File: config.mk
export PLATFORM = sky130hd
export DESIGN_NAME = inertial_cursor_motion
export DESIGN_NICKNAME = d
export VERILOG_FILES = /design/src/rtl/icm_pkg.sv /design/src/rtl/icm_front.sv /design/src/rtl/icm_queue.sv /design/src/rtl/icm_back.sv /design/src/rtl/inertial_cursor_motion.sv
export SDC_FILE = /design/constraint.sdc
export NUM_CORES = 2
export LEC_CHECK = 0
export BUFFER_PORTS_ARGS = -buffer_cell sky130_fd_sc_hd__buf_2
export CORE_ASPECT_RATIO = 2
export CORE_MARGIN = 3
export CORE_UTILIZATION = 50
export DETAILED_ROUTE_END_ITERATION = 8
export PLACE_DENSITY = 0.68
export SYNTH_ARGS = -nofsm -noshare
export SYNTH_HDL_FRONTEND = slang
export SYNTH_SLANG_ARGS = --single-unit
File: constraint.sdc
create_clock -name clk -period 10.75 [get_ports clk]
set_clock_uncertainty 0.05 [all_clocks]
set_input_delay 2.15 -clock clk [delete_from_list [all_inputs] [get_ports clk]]
set_output_delay 2.15 -clock clk [all_outputs]
set_load 0.1 [all_outputs]
File: src/rtl/icm_pkg.sv
// Shared types and constants for the inertial cursor motion engine.
package icm_pkg;

  // Fixed-point fraction bits: one count is 2**FRAC_W velocity units.
  localparam int FRAC_W = 8;
  localparam int REM_W = FRAC_W + 1;
  localparam int MOVE_W = 16;
  localparam int UNIT_W = 16;
  localparam int GAIN_W = 16;
  localparam int LIM_W = 23;
  localparam int SCALED_W = LIM_W + 1;
  localparam int PROD_W = 32;
  localparam int IDX_W = 3;
  localparam int CFG_DATA_W = LIM_W;
  localparam int DATA_W = 48;
  localparam int QUEUE_DEPTH = 2;
  localparam int QPTR_W = $clog2(QUEUE_DEPTH);
  localparam int QCNT_W = $clog2(QUEUE_DEPTH + 1);

  // Configuration register indexes.
  typedef enum logic [IDX_W-1:0] {
    REG_ENABLED,
    REG_GAIN_X,
    REG_GAIN_Y,
    REG_LIMIT_X,
    REG_LIMIT_Y,
    REG_DRAG_X,
    REG_DRAG_Y
  } reg_idx_t;

  // Classification of an accepted request.
  typedef enum logic [1:0] {
    KIND_PASS,
    KIND_ZERO,
    KIND_MOVE,
    KIND_TICK
  } kind_t;

  // What the emit stage does with an item.
  typedef enum logic [1:0] {
    OP_PASS,
    OP_MOVE,
    OP_TICK
  } op_t;

  // Configuration as seen by the datapath; limits are already capped.
  typedef struct packed {
    logic             enabled;
    logic [GAIN_W-1:0] gain_x;
    logic [GAIN_W-1:0] gain_y;
    logic [LIM_W-1:0]  lim_x;
    logic [LIM_W-1:0]  lim_y;
    logic [LIM_W-1:0]  drag_x;
    logic [LIM_W-1:0]  drag_y;
  } cfg_t;

  // Queue entry between the front end and the back end.
  typedef struct packed {
    kind_t               kind;
    logic [MOVE_W-1:0]   move_x;
    logic [MOVE_W-1:0]   move_y;
    logic [UNIT_W-1:0]   unit;
    logic [SCALED_W-1:0] scaled_x;
    logic [SCALED_W-1:0] scaled_y;
  } item_t;

endpackage

File: src/rtl/icm_front.sv
// Front end: accepts requests, classifies them and scales the deltas by the gains.
module icm_front (
  input  logic                             clk,
  input  logic                             rst,
  input  icm_pkg::cfg_t                    cfg,
  input  logic                             s_tvalid,
  output logic                             s_tready,
  // s_tdata: move_x [15:0], move_y [31:16], unit [47:32]
  input  logic [icm_pkg::DATA_W-1:0]       s_tdata,
  // s_tuser: action [0], absolute [1]
  input  logic [1:0]                       s_tuser,
  output logic                             push_valid,
  input  logic                             push_ready,
  output icm_pkg::item_t                   push_item
);

  logic                            action;
  logic                            absolute;
  logic [icm_pkg::MOVE_W-1:0]      mx;
  logic [icm_pkg::MOVE_W-1:0]      my;
  logic [icm_pkg::UNIT_W-1:0]      unit;
  icm_pkg::kind_t                  kind_in;
  logic [icm_pkg::MOVE_W:0]        mag_x;
  logic [icm_pkg::MOVE_W:0]        mag_y;
  logic [icm_pkg::PROD_W-1:0]      prod_x_next;
  logic [icm_pkg::PROD_W-1:0]      prod_y_next;

  logic                            f_valid;
  icm_pkg::kind_t                  f_kind;
  logic                            f_neg_x;
  logic                            f_neg_y;
  logic [icm_pkg::PROD_W-1:0]      f_prod_x;
  logic [icm_pkg::PROD_W-1:0]      f_prod_y;
  logic [icm_pkg::MOVE_W-1:0]      f_move_x;
  logic [icm_pkg::MOVE_W-1:0]      f_move_y;
  logic [icm_pkg::UNIT_W-1:0]      f_unit;

  logic [icm_pkg::LIM_W-1:0]       sat_x;
  logic [icm_pkg::LIM_W-1:0]       sat_y;

  // Unpack the request fields.
  assign action   = s_tuser[0];
  assign absolute = s_tuser[1];
  assign mx       = s_tdata[15:0];
  assign my       = s_tdata[31:16];
  assign unit     = s_tdata[47:32];

  // Classify the request.
  always_comb begin
    if (action) begin
      kind_in = icm_pkg::KIND_TICK;
    end else if (!cfg.enabled || absolute) begin
      kind_in = icm_pkg::KIND_PASS;
    end else if (mx == '0 && my == '0) begin
      kind_in = icm_pkg::KIND_ZERO;
    end else begin
      kind_in = icm_pkg::KIND_MOVE;
    end
  end

  // Magnitude of each delta times its gain; the sign is kept aside.
  assign mag_x = mx[15] ? (~{mx[15], mx} + 17'd1) : {1'b0, mx};
  assign mag_y = my[15] ? (~{my[15], my} + 17'd1) : {1'b0, my};
  assign prod_x_next = {15'd0, mag_x} * {16'd0, cfg.gain_x};
  assign prod_y_next = {15'd0, mag_y} * {16'd0, cfg.gain_y};

  // One-deep holding stage; it advances when the queue takes its entry.
  assign s_tready   = !f_valid || push_ready;
  assign push_valid = f_valid;

  always_ff @(posedge clk) begin
    if (rst) begin
      f_valid <= 1'b0;
    end else if (s_tvalid && s_tready) begin
      f_valid <= 1'b1;
    end else if (push_ready) begin
      f_valid <= 1'b0;
    end
    if (s_tvalid && s_tready) begin
      f_kind   <= kind_in;
      f_neg_x  <= mx[15];
      f_neg_y  <= my[15];
      f_prod_x <= prod_x_next;
      f_prod_y <= prod_y_next;
      f_move_x <= mx;
      f_move_y <= my;
      f_unit   <= unit;
    end
  end

  // Saturate the scaled deltas at the axis limits and restore the sign.
  assign sat_x = (f_prod_x > {9'd0, cfg.lim_x}) ? cfg.lim_x : f_prod_x[22:0];
  assign sat_y = (f_prod_y > {9'd0, cfg.lim_y}) ? cfg.lim_y : f_prod_y[22:0];

  always_comb begin
    push_item.kind     = f_kind;
    push_item.move_x   = f_move_x;
    push_item.move_y   = f_move_y;
    push_item.unit     = f_unit;
    push_item.scaled_x = f_neg_x ? (24'd0 - {1'b0, sat_x}) : {1'b0, sat_x};
    push_item.scaled_y = f_neg_y ? (24'd0 - {1'b0, sat_y}) : {1'b0, sat_y};
  end

endmodule

File: src/rtl/icm_queue.sv
// Short request queue between the front end and the back end.
module icm_queue (
  input  logic           clk,
  input  logic           rst,
  input  logic           push_valid,
  output logic           push_ready,
  input  icm_pkg::item_t push_item,
  output logic           pop_valid,
  input  logic           pop_ready,
  output icm_pkg::item_t pop_item
);

  icm_pkg::item_t                entries [icm_pkg::QUEUE_DEPTH];
  logic [icm_pkg::QPTR_W-1:0]    wr_ptr;
  logic [icm_pkg::QPTR_W-1:0]    rd_ptr;
  logic [icm_pkg::QCNT_W-1:0]    count;
  logic                          push;
  logic                          pop;

  assign push_ready = (count != icm_pkg::QCNT_W'(icm_pkg::QUEUE_DEPTH));
  assign pop_valid  = (count != '0);
  assign pop_item   = entries[rd_ptr];
  assign push       = push_valid && push_ready;
  assign pop        = pop_valid && pop_ready;

  // Pointers and fill count.
  always_ff @(posedge clk) begin
    if (rst) begin
      wr_ptr <= '0;
      rd_ptr <= '0;
      count  <= '0;
    end else begin
      if (push) begin
        wr_ptr <= (wr_ptr == icm_pkg::QPTR_W'(icm_pkg::QUEUE_DEPTH - 1)) ? '0 : wr_ptr + 1'b1;
      end
      if (pop) begin
        rd_ptr <= (rd_ptr == icm_pkg::QPTR_W'(icm_pkg::QUEUE_DEPTH - 1)) ? '0 : rd_ptr + 1'b1;
      end
      if (push && !pop) begin
        count <= count + 1'b1;
      end else if (pop && !push) begin
        count <= count - 1'b1;
      end
    end
  end

  // Entry storage.
  always_ff @(posedge clk) begin
    if (push) begin
      entries[wr_ptr] <= push_item;
    end
  end

endmodule

File: src/rtl/icm_back.sv
// Back end: velocity update, residual accumulation, count emission and output register.
module icm_back #(
  parameter int SPEED_WIDTH = 24
) (
  input  logic                        clk,
  input  logic                        rst,
  input  icm_pkg::cfg_t               cfg,
  input  logic                        pop_valid,
  output logic                        pop_ready,
  input  icm_pkg::item_t              pop_item,
  output logic                        m_tvalid,
  input  logic                        m_tready,
  // m_tdata: emit_x [15:0], emit_y [31:16], emit_unit [47:32]
  output logic [icm_pkg::DATA_W-1:0]  m_tdata,
  // m_tuser: handled [0]
  output logic [0:0]                  m_tuser
);

  localparam int SW = SPEED_WIDTH;
  localparam int AW = ((SW > icm_pkg::SCALED_W) ? SW : icm_pkg::SCALED_W) + 2;
  localparam int FW = icm_pkg::FRAC_W;
  localparam int MW = icm_pkg::MOVE_W;

  // Saturating add at plus or minus the limit.
  function automatic logic signed [AW-1:0] clamp_add(input logic signed [AW-1:0] a,
                                                     input logic signed [AW-1:0] b,
                                                     input logic [icm_pkg::LIM_W-1:0] lim);
    logic signed [AW-1:0] s;
    logic signed [AW-1:0] l;
    s = a + b;
    l = $signed(AW'(lim));
    if (s > l) begin
      return l;
    end else if (s < -l) begin
      return -l;
    end
    return s;
  endfunction

  // Pull a velocity toward zero by the drag, stopping at zero.
  function automatic logic signed [AW-1:0] drag_to_zero(input logic signed [AW-1:0] v,
                                                        input logic [icm_pkg::LIM_W-1:0] d);
    logic signed [AW-1:0] dd;
    dd = $signed(AW'(d));
    if (v > dd) begin
      return v - dd;
    end else if (v < -dd) begin
      return v + dd;
    end
    return '0;
  endfunction

  logic signed [SW-1:0]             speed_x;
  logic signed [SW-1:0]             speed_y;
  logic signed [icm_pkg::REM_W-1:0] rem_x;
  logic signed [icm_pkg::REM_W-1:0] rem_y;
  logic                             template_valid;
  logic [icm_pkg::UNIT_W-1:0]       template_unit;

  logic                             s2_valid;
  icm_pkg::op_t                     s2_op;
  logic signed [SW-1:0]             s2_src_x;
  logic signed [SW-1:0]             s2_src_y;
  logic [MW-1:0]                    s2_move_x;
  logic [MW-1:0]                    s2_move_y;
  logic [icm_pkg::UNIT_W-1:0]       s2_unit;

  logic                             s1_go;
  logic                             s2_go;
  logic                             tick_live;
  logic signed [AW-1:0]             speed_x_mv;
  logic signed [AW-1:0]             speed_y_mv;
  logic signed [AW-1:0]             speed_x_dr;
  logic signed [AW-1:0]             speed_y_dr;
  logic signed [AW-1:0]             acc_x;
  logic signed [AW-1:0]             acc_y;
  logic                             neg_x;
  logic                             neg_y;
  logic [MW-1:0]                    q_x;
  logic [MW-1:0]                    q_y;
  logic                             handled_next;
  logic [MW-1:0]                    emit_x_next;
  logic [MW-1:0]                    emit_y_next;

  // Stage handshakes: stage two moves when the output register is free.
  assign s2_go     = s2_valid && (!m_tvalid || m_tready);
  assign pop_ready = !s2_valid || s2_go;
  assign s1_go     = pop_valid && pop_ready;
  assign tick_live = cfg.enabled && template_valid;

  // Velocity update for motion, friction for ticks.
  assign speed_x_mv = clamp_add(AW'(speed_x), AW'($signed(pop_item.scaled_x)), cfg.lim_x);
  assign speed_y_mv = clamp_add(AW'(speed_y), AW'($signed(pop_item.scaled_y)), cfg.lim_y);
  assign speed_x_dr = drag_to_zero(AW'(speed_x), cfg.drag_x);
  assign speed_y_dr = drag_to_zero(AW'(speed_y), cfg.drag_y);

  // Stage one: velocity and template state, and the velocity to emit from.
  always_ff @(posedge clk) begin
    if (rst) begin
      speed_x        <= '0;
      speed_y        <= '0;
      template_valid <= 1'b0;
      template_unit  <= '0;
      s2_valid       <= 1'b0;
    end else begin
      if (s1_go) begin
        s2_valid <= 1'b1;
      end else if (s2_go) begin
        s2_valid <= 1'b0;
      end
      if (s1_go) begin
        case (pop_item.kind)
          icm_pkg::KIND_MOVE: begin
            speed_x        <= speed_x_mv[SW-1:0];
            speed_y        <= speed_y_mv[SW-1:0];
            template_valid <= 1'b1;
            template_unit  <= pop_item.unit;
          end
          icm_pkg::KIND_ZERO: begin
            template_valid <= 1'b1;
            template_unit  <= pop_item.unit;
          end
          icm_pkg::KIND_TICK: begin
            if (tick_live) begin
              speed_x <= speed_x_dr[SW-1:0];
              speed_y <= speed_y_dr[SW-1:0];
            end
          end
          default: begin
          end
        endcase
      end
    end
  end

  // Stage one payload; a tick emits from the velocity before friction.
  always_ff @(posedge clk) begin
    if (s1_go) begin
      case (pop_item.kind)
        icm_pkg::KIND_MOVE: begin
          s2_move_x <= pop_item.move_x;
          s2_move_y <= pop_item.move_y;
          s2_unit   <= pop_item.unit;
          s2_src_x  <= speed_x_mv[SW-1:0];
          s2_src_y  <= speed_y_mv[SW-1:0];
          s2_op     <= icm_pkg::OP_MOVE;
        end
        icm_pkg::KIND_TICK: begin
          s2_move_x <= '0;
          s2_move_y <= '0;
          s2_unit   <= template_unit;
          s2_src_x  <= speed_x;
          s2_src_y  <= speed_y;
          s2_op     <= tick_live ? icm_pkg::OP_TICK : icm_pkg::OP_PASS;
        end
        default: begin
          s2_move_x <= pop_item.move_x;
          s2_move_y <= pop_item.move_y;
          s2_unit   <= pop_item.unit;
          s2_src_x  <= speed_x_mv[SW-1:0];
          s2_src_y  <= speed_y_mv[SW-1:0];
          s2_op     <= icm_pkg::OP_PASS;
        end
      endcase
    end
  end

  // Stage two: residual accumulation and truncation toward zero.
  assign acc_x = clamp_add(AW'(rem_x), AW'(s2_src_x), cfg.lim_x);
  assign acc_y = clamp_add(AW'(rem_y), AW'(s2_src_y), cfg.lim_y);
  assign neg_x = acc_x[AW-1] && (acc_x[FW-1:0] != '0);
  assign neg_y = acc_y[AW-1] && (acc_y[FW-1:0] != '0);
  assign q_x   = acc_x[FW+MW-1:FW] + MW'(neg_x);
  assign q_y   = acc_y[FW+MW-1:FW] + MW'(neg_y);

  // Result selection.
  always_comb begin
    case (s2_op)
      icm_pkg::OP_MOVE: begin
        handled_next = 1'b1;
        emit_x_next  = q_x;
        emit_y_next  = q_y;
      end
      icm_pkg::OP_TICK: begin
        handled_next = (q_x != '0) || (q_y != '0);
        emit_x_next  = q_x;
        emit_y_next  = q_y;
      end
      default: begin
        handled_next = 1'b0;
        emit_x_next  = s2_move_x;
        emit_y_next  = s2_move_y;
      end
    endcase
  end

  // Residual state and output register.
  always_ff @(posedge clk) begin
    if (rst) begin
      rem_x    <= '0;
      rem_y    <= '0;
      m_tvalid <= 1'b0;
    end else begin
      if (s2_go) begin
        m_tvalid <= 1'b1;
      end else if (m_tready) begin
        m_tvalid <= 1'b0;
      end
      if (s2_go && (s2_op != icm_pkg::OP_PASS)) begin
        rem_x <= {neg_x, acc_x[FW-1:0]};
        rem_y <= {neg_y, acc_y[FW-1:0]};
      end
    end
  end

  always_ff @(posedge clk) begin
    if (s2_go) begin
      m_tdata <= {s2_unit, emit_y_next, emit_x_next};
      m_tuser <= handled_next;
    end
  end

`ifndef SYNTH
  // A residual never reaches a whole count in the negative direction.
  assert property (@(posedge clk) disable iff (rst)
    (rem_x != {1'b1, {FW{1'b0}}}) && (rem_y != {1'b1, {FW{1'b0}}}))
    else $error("residual magnitude reached a whole count");

  // Velocities stay within the symmetric range.
  assert property (@(posedge clk) disable iff (rst)
    (speed_x != {1'b1, {(SW-1){1'b0}}}) && (speed_y != {1'b1, {(SW-1){1'b0}}}))
    else $error("velocity left the symmetric range");

  // A passed-through item leaves as unhandled.
  assert property (@(posedge clk) disable iff (rst)
    s2_go && (s2_op == icm_pkg::OP_PASS) |=> m_tvalid && !m_tuser[0])
    else $error("passthrough item marked handled");
`endif

endmodule

File: src/rtl/inertial_cursor_motion.sv
// Top level of the inertial cursor motion engine: configuration registers and the pipeline.
//
//   Channel   Signals                                  Direction  Request content
//   s         s_tvalid s_tready s_tdata s_tuser        in         motion packet or friction tick
//   m         m_tvalid m_tready m_tdata m_tuser        out        one result per request
//   cfg       cfg_valid cfg_ready cfg_index cfg_data   in         register write, always ready
//
// One request per clock is sustained while the output takes results; the velocity and residual loops each close
// within one back-end stage. On an empty pipeline a result passes through the holding stage,
// the queue, the velocity stage and then the output register after the request is accepted.
// Reset is synchronous and needs no clearing pass; all state is ready the next clock.
// A stalled output fills the back end, then the queue, then drops s_tready.
module inertial_cursor_motion #(
  parameter int SPEED_WIDTH = 24
) (
  input  logic                              clk,
  input  logic                              rst,
  input  logic                              s_tvalid,
  output logic                              s_tready,
  // s_tdata: move_x [15:0], move_y [31:16], unit [47:32]
  input  logic [icm_pkg::DATA_W-1:0]        s_tdata,
  // s_tuser: action [0], absolute [1]
  input  logic [1:0]                        s_tuser,
  output logic                              m_tvalid,
  input  logic                              m_tready,
  // m_tdata: emit_x [15:0], emit_y [31:16], emit_unit [47:32]
  output logic [icm_pkg::DATA_W-1:0]        m_tdata,
  // m_tuser: handled [0]
  output logic [0:0]                        m_tuser,
  input  logic                              cfg_valid,
  output logic                              cfg_ready,
  input  logic [icm_pkg::IDX_W-1:0]         cfg_index,
  input  logic [icm_pkg::CFG_DATA_W-1:0]    cfg_data
);

  localparam logic [31:0] SPEED_MAX = (32'd1 << (SPEED_WIDTH - 1)) - 32'd1;

  logic                          enabled;
  logic [icm_pkg::GAIN_W-1:0]    gain_x;
  logic [icm_pkg::GAIN_W-1:0]    gain_y;
  logic [icm_pkg::LIM_W-1:0]     limit_x;
  logic [icm_pkg::LIM_W-1:0]     limit_y;
  logic [icm_pkg::LIM_W-1:0]     drag_x;
  logic [icm_pkg::LIM_W-1:0]     drag_y;

  icm_pkg::cfg_t                 cfg;
  logic                          push_valid;
  logic                          push_ready;
  icm_pkg::item_t                push_item;
  logic                          pop_valid;
  logic                          pop_ready;
  icm_pkg::item_t                pop_item;

  assign cfg_ready = 1'b1;

  // Configuration registers; indexes beyond the list are ignored.
  always_ff @(posedge clk) begin
    if (rst) begin
      enabled <= 1'b0;
      gain_x  <= 16'd256;
      gain_y  <= 16'd256;
      limit_x <= 23'h7FFFFF;
      limit_y <= 23'h7FFFFF;
      drag_x  <= '0;
      drag_y  <= '0;
    end else if (cfg_valid && cfg_ready) begin
      case (cfg_index)
        icm_pkg::REG_ENABLED: enabled <= cfg_data[0];
        icm_pkg::REG_GAIN_X:  gain_x  <= cfg_data[15:0];
        icm_pkg::REG_GAIN_Y:  gain_y  <= cfg_data[15:0];
        icm_pkg::REG_LIMIT_X: limit_x <= cfg_data;
        icm_pkg::REG_LIMIT_Y: limit_y <= cfg_data;
        icm_pkg::REG_DRAG_X:  drag_x  <= cfg_data;
        icm_pkg::REG_DRAG_Y:  drag_y  <= cfg_data;
        default: begin
        end
      endcase
    end
  end

  // Limits are capped at the largest velocity the speed registers hold.
  always_comb begin
    cfg.enabled = enabled;
    cfg.gain_x  = gain_x;
    cfg.gain_y  = gain_y;
    cfg.lim_x   = ({9'd0, limit_x} > SPEED_MAX) ? SPEED_MAX[22:0] : limit_x;
    cfg.lim_y   = ({9'd0, limit_y} > SPEED_MAX) ? SPEED_MAX[22:0] : limit_y;
    cfg.drag_x  = drag_x;
    cfg.drag_y  = drag_y;
  end

  icm_front u_front (
    .clk        (clk),
    .rst        (rst),
    .cfg        (cfg),
    .s_tvalid   (s_tvalid),
    .s_tready   (s_tready),
    .s_tdata    (s_tdata),
    .s_tuser    (s_tuser),
    .push_valid (push_valid),
    .push_ready (push_ready),
    .push_item  (push_item)
  );

  icm_queue u_queue (
    .clk        (clk),
    .rst        (rst),
    .push_valid (push_valid),
    .push_ready (push_ready),
    .push_item  (push_item),
    .pop_valid  (pop_valid),
    .pop_ready  (pop_ready),
    .pop_item   (pop_item)
  );

  icm_back #(
    .SPEED_WIDTH (SPEED_WIDTH)
  ) u_back (
    .clk        (clk),
    .rst        (rst),
    .cfg        (cfg),
    .pop_valid  (pop_valid),
    .pop_ready  (pop_ready),
    .pop_item   (pop_item),
    .m_tvalid   (m_tvalid),
    .m_tready   (m_tready),
    .m_tdata    (m_tdata),
    .m_tuser    (m_tuser)
  );

endmodule
==> results.sh <==
export IMPL_r2r_depth=29
export IMPL_chipHeight_um=511
export IMPL_fillers=11700
export IMPL_num_vias=54100
export IMPL_seq_area_frac_synth_pct=28.3
export IMPL_final_period_utilization_pct=94.0
export IMPL_failed_checks="capacitance limit, slew limit"
export IMPL_synthFlopType="edfxtp_1"
export IMPL_cap_violations=3
export IMPL_nNetsFinal=8179
export IMPL_cells_on_worst_hold_path=0
export IMPL_globalplace_congestion=1.09
export IMPL_netlist_cell_type_count=100
export IMPL_fp_dieW_um=258
export IMPL_global_route_overflow_total=0
export IMPL_clock_tree_root_cell="clkbuf_16"
export IMPL_grtUsageTotal_pct=37.2
export IMPL_status="complete, but fails checks"
export IMPL_critical_path_most_common_cell="fa_1"
export IMPL_cts_buffers=68
export IMPL_timing_worst_setup_path_type="input pin to flop"
export IMPL_report_final_hold_viol_count=0
export IMPL_number_of_sinks_driven_by_the_clock_tree=673
export IMPL_worst_slack_ns=0.649
export IMPL_biggest_area_consumer_among_synthesized_cells="edfxtp_1"
export IMPL_core_region_area_sq_um=126000
export IMPL_timing_final_setup_violations=0
export IMPL_grt_setup_unrepaired="false"
export IMPL_synth_commonest_cells="nand2_1, ha_1, inv_1"
export IMPL_grt_pass1_wl_mm=358
export IMPL_synth_avg_cell_area_sq_um=9.22
export IMPL_tritoncts_clock_tree="built"
export IMPL_cts_setup_buffers=0
export IMPL_dp_hpwl_mm=191
export IMPL_clock_fmax_mhz=99.0
export IMPL_timing_critical_path_required_ns=11.16
export IMPL_ctsResizeCount=0
export IMPL_period_minus_slack_ns=10.10
export IMPL_detailedRoute_firstPassIterationCount=6
export IMPL_port_buffers=131
export IMPL_seqCellArea_sq_um=18100
export IMPL_max_fo_critical_path=5
export IMPL_route_detailed_drc=0
export IMPL_grt_max_degree=78
export IMPL_post_synth_inst_count=6910
export IMPL_synth_seq_cells=673
export IMPL_cts_htree_levels=3
export IMPL_first_iter_violations=4079
export IMPL_path_clk_slew_ns=0.07
export IMPL_crit_path_max_incr_delay_ns=0.58
export IMPL_synth_top_cell_area_share_pct=21.5
export IMPL_yosys_cell_count_top_type="nand2_1"
export IMPL_p_per_area_nw_per_um2=286
export IMPL_number_of_synthesis_warnings=0
export IMPL_mappedNetlistArea_sq_um=63700
export IMPL_final_max_slew_viol_count=4
export IMPL_cpMaxStageDelayCell="fa_1"
export IMPL_clock_latency_ns=0.72
export IMPL_postLayoutCoreUtil_pct=54.6
export IMPL_floorplan_io_pins=133
export IMPL_ant_nets=0
export IMPL_relSlewSlack_pct=-3.26
export IMPL_multi_input_comb_area_sq_um=42200
export IMPL_holdBufCountCts=0
export IMPL_worst_setup_path_end_kind="flop"
export IMPL_cellLeakagePower_nw=29.9
export IMPL_preCtsSetupSlack_ns=-0.0502
export IMPL_area_delta_synth_final_pct=8.00
export IMPL_per_cell_via_count_in_the_routed_design=6.21
export IMPL_synth_enable_flop_cells=457
export IMPL_synth_area_top_cells="edfxtp_1, ha_1, fa_1"
export IMPL_floorplan_initialDensity_pct=50.5
export IMPL_vdd_ir_drop_worst_mv=0.291
export IMPL_detail_route_wl_per_cell_um=28.3
export IMPL_tightestPinTransition_ns=1.54
export IMPL_die_area_sq_um=132000
export IMPL_worstSetupStartpointType="input pin"
export IMPL_critical_path_arrival_ns=10.51
export IMPL_holdCritPathClass="flop to flop"
export IMPL_number_of_global_route_vias_before_repair=55700
export IMPL_wirelength_mm=247
export IMPL_clock_path_buffers=3
export IMPL_grt_antenna_before_repair=14
export IMPL_ys_async_sr_fraction_pct=0
export IMPL_share_of_layout_cells_above_drive_strength_1_pct=8.08
export IMPL_number_of_core_rows=184
## layout make-up
cell class                      count  area share (%)
Inverter                          691            3.77
Multi-Input combinational cell   5280            61.3
Tap cell                         1674            3.04
Antenna cell                        9          0.0327
Timing Repair Buffer              265            2.42
Clock inverter                     39           0.549
Clock buffer                       86            2.65
Sequential cell                   673            26.2
## kinds of logic after synthesis
| group | count (synthesis) | synth area share (%) |
|---|---|---|
| and+or+nand+nor | 2151 | 15.8 |
| xor gates and xnor gates | 358 | 4.93 |
| DFF | 673 | 28.3 |
| other | 2 | 0.0118 |
| adders and majority gates | 1119 | 26.9 |
| muxes | 255 | 4.23 |
| buffers and inverters | 986 | 5.86 |
| AOI/OAI and AO/OA | 1366 | 13.9 |
## metrics by stage
step	instance area (sq um)	hold WS [ns]	std cells	power, W	setup TNS, ns
2_1_floorplan	63800	0.350	6939	0.0125	0
3_3_place_gp	66600	0.352	8582	0.0165	0
3_5_place_dp	66600	0.355	8582	0.0167	-0.0502
4_1_cts	68800	0.368	8707	0.0192	0
5_1_grt	68800	0.378	8710	0.0206	0
6_report	68800	0.366	8717	0.0197	0
## worst paths after layout
path | endpoint | slack [ns] | startpoint
worst max-delay path | u_front.f_prod_y[28]$_DFFE_PP_ | 0.65 | s_tdata[21]
worst min-delay path | u_back.m_tdata[42]$_DFFE_PP_ | 0.37 | u_back.s2_unit[10]$_DFFE_PP_
worst max register to register | u_back.m_tuser$_DFFE_PP_ | 0.79 | u_back.s2_src_x[0]$_DFFE_PP_
worst min register to register | u_back.m_tdata[42]$_DFFE_PP_ | 0.37 | u_back.s2_unit[10]$_DFFE_PP_
## state kept, by name (all words and copies together), names as in the netlist, 23 cells and up, named ones only
signal	count
limit_x	23
u_queue.entries	196
u_back.speed_y	24
u_back.m_tdata	48
drag_y	23
limit_y	23
drag_x	23
u_back.s2_src_y	24
u_front.f_prod_y	32
u_front.f_prod_x	32
u_back.s2_src_x	24
u_back.speed_x	24
## critical path, delay by kind of cell
kind	cells	cell delay (ns)
fa+ha+maj	7	3.42
compound gates	9	2.34
xor+xnor	2	0.30
buf+inv	7	0.53
simple gates	6	1.77
## report_power, final
group	internal (W)	switching, W	leakage [nW]
sequential	0.00357	0.000533	6.08
combinational	0.00432	0.00878	22.8
clock	0.00130	0.00115	1.06
total	0.00919	0.0105	29.9
## cells in the final DEF (no fill, tap or decap), types with 18 or more instances in the layout
| cell | count |
|---|---|
| a211oi_1 | 67 |
| or2_2 | 18 |
| buf_4 | 134 |
| nand2_1 | 848 |
| a311oi_1 | 20 |
| clkbuf_16 | 70 |
| mux2i_1 | 148 |
| xnor2_1 | 249 |
| nand3_1 | 112 |
| dfxtp_1 | 215 |
| inv_1 | 685 |
| or3_1 | 30 |
| o21ai_0 | 247 |
| o31ai_1 | 38 |
| and2_1 | 209 |
| nor2_1 | 464 |
| and3_1 | 34 |
| nor3_1 | 127 |
| nand4_1 | 63 |
| xor2_1 | 106 |
| a21oi_1 | 405 |
| o21bai_1 | 34 |
| nand2b_1 | 55 |
| buf_2 | 130 |
| mux2_2 | 103 |
| fa_1 | 422 |
| o22ai_1 | 21 |
| edfxtp_1 | 457 |
| nor2b_1 | 72 |
| o211ai_1 | 84 |
| a211o_1 | 19 |
| ha_1 | 695 |
| nor4_1 | 42 |
| conb_1 | 31 |
| o21a_1 | 71 |
| a21o_1 | 122 |
| a31oi_1 | 45 |
## per-layer routing
layer	global-route usage (%)	share of wire, %
met5	0	0.023
met4	40.0	14
met3	8.46	6.5
met2	65.1	50
met1	33.4	30
No activity file was read; power rests on OpenSTA's default activity.
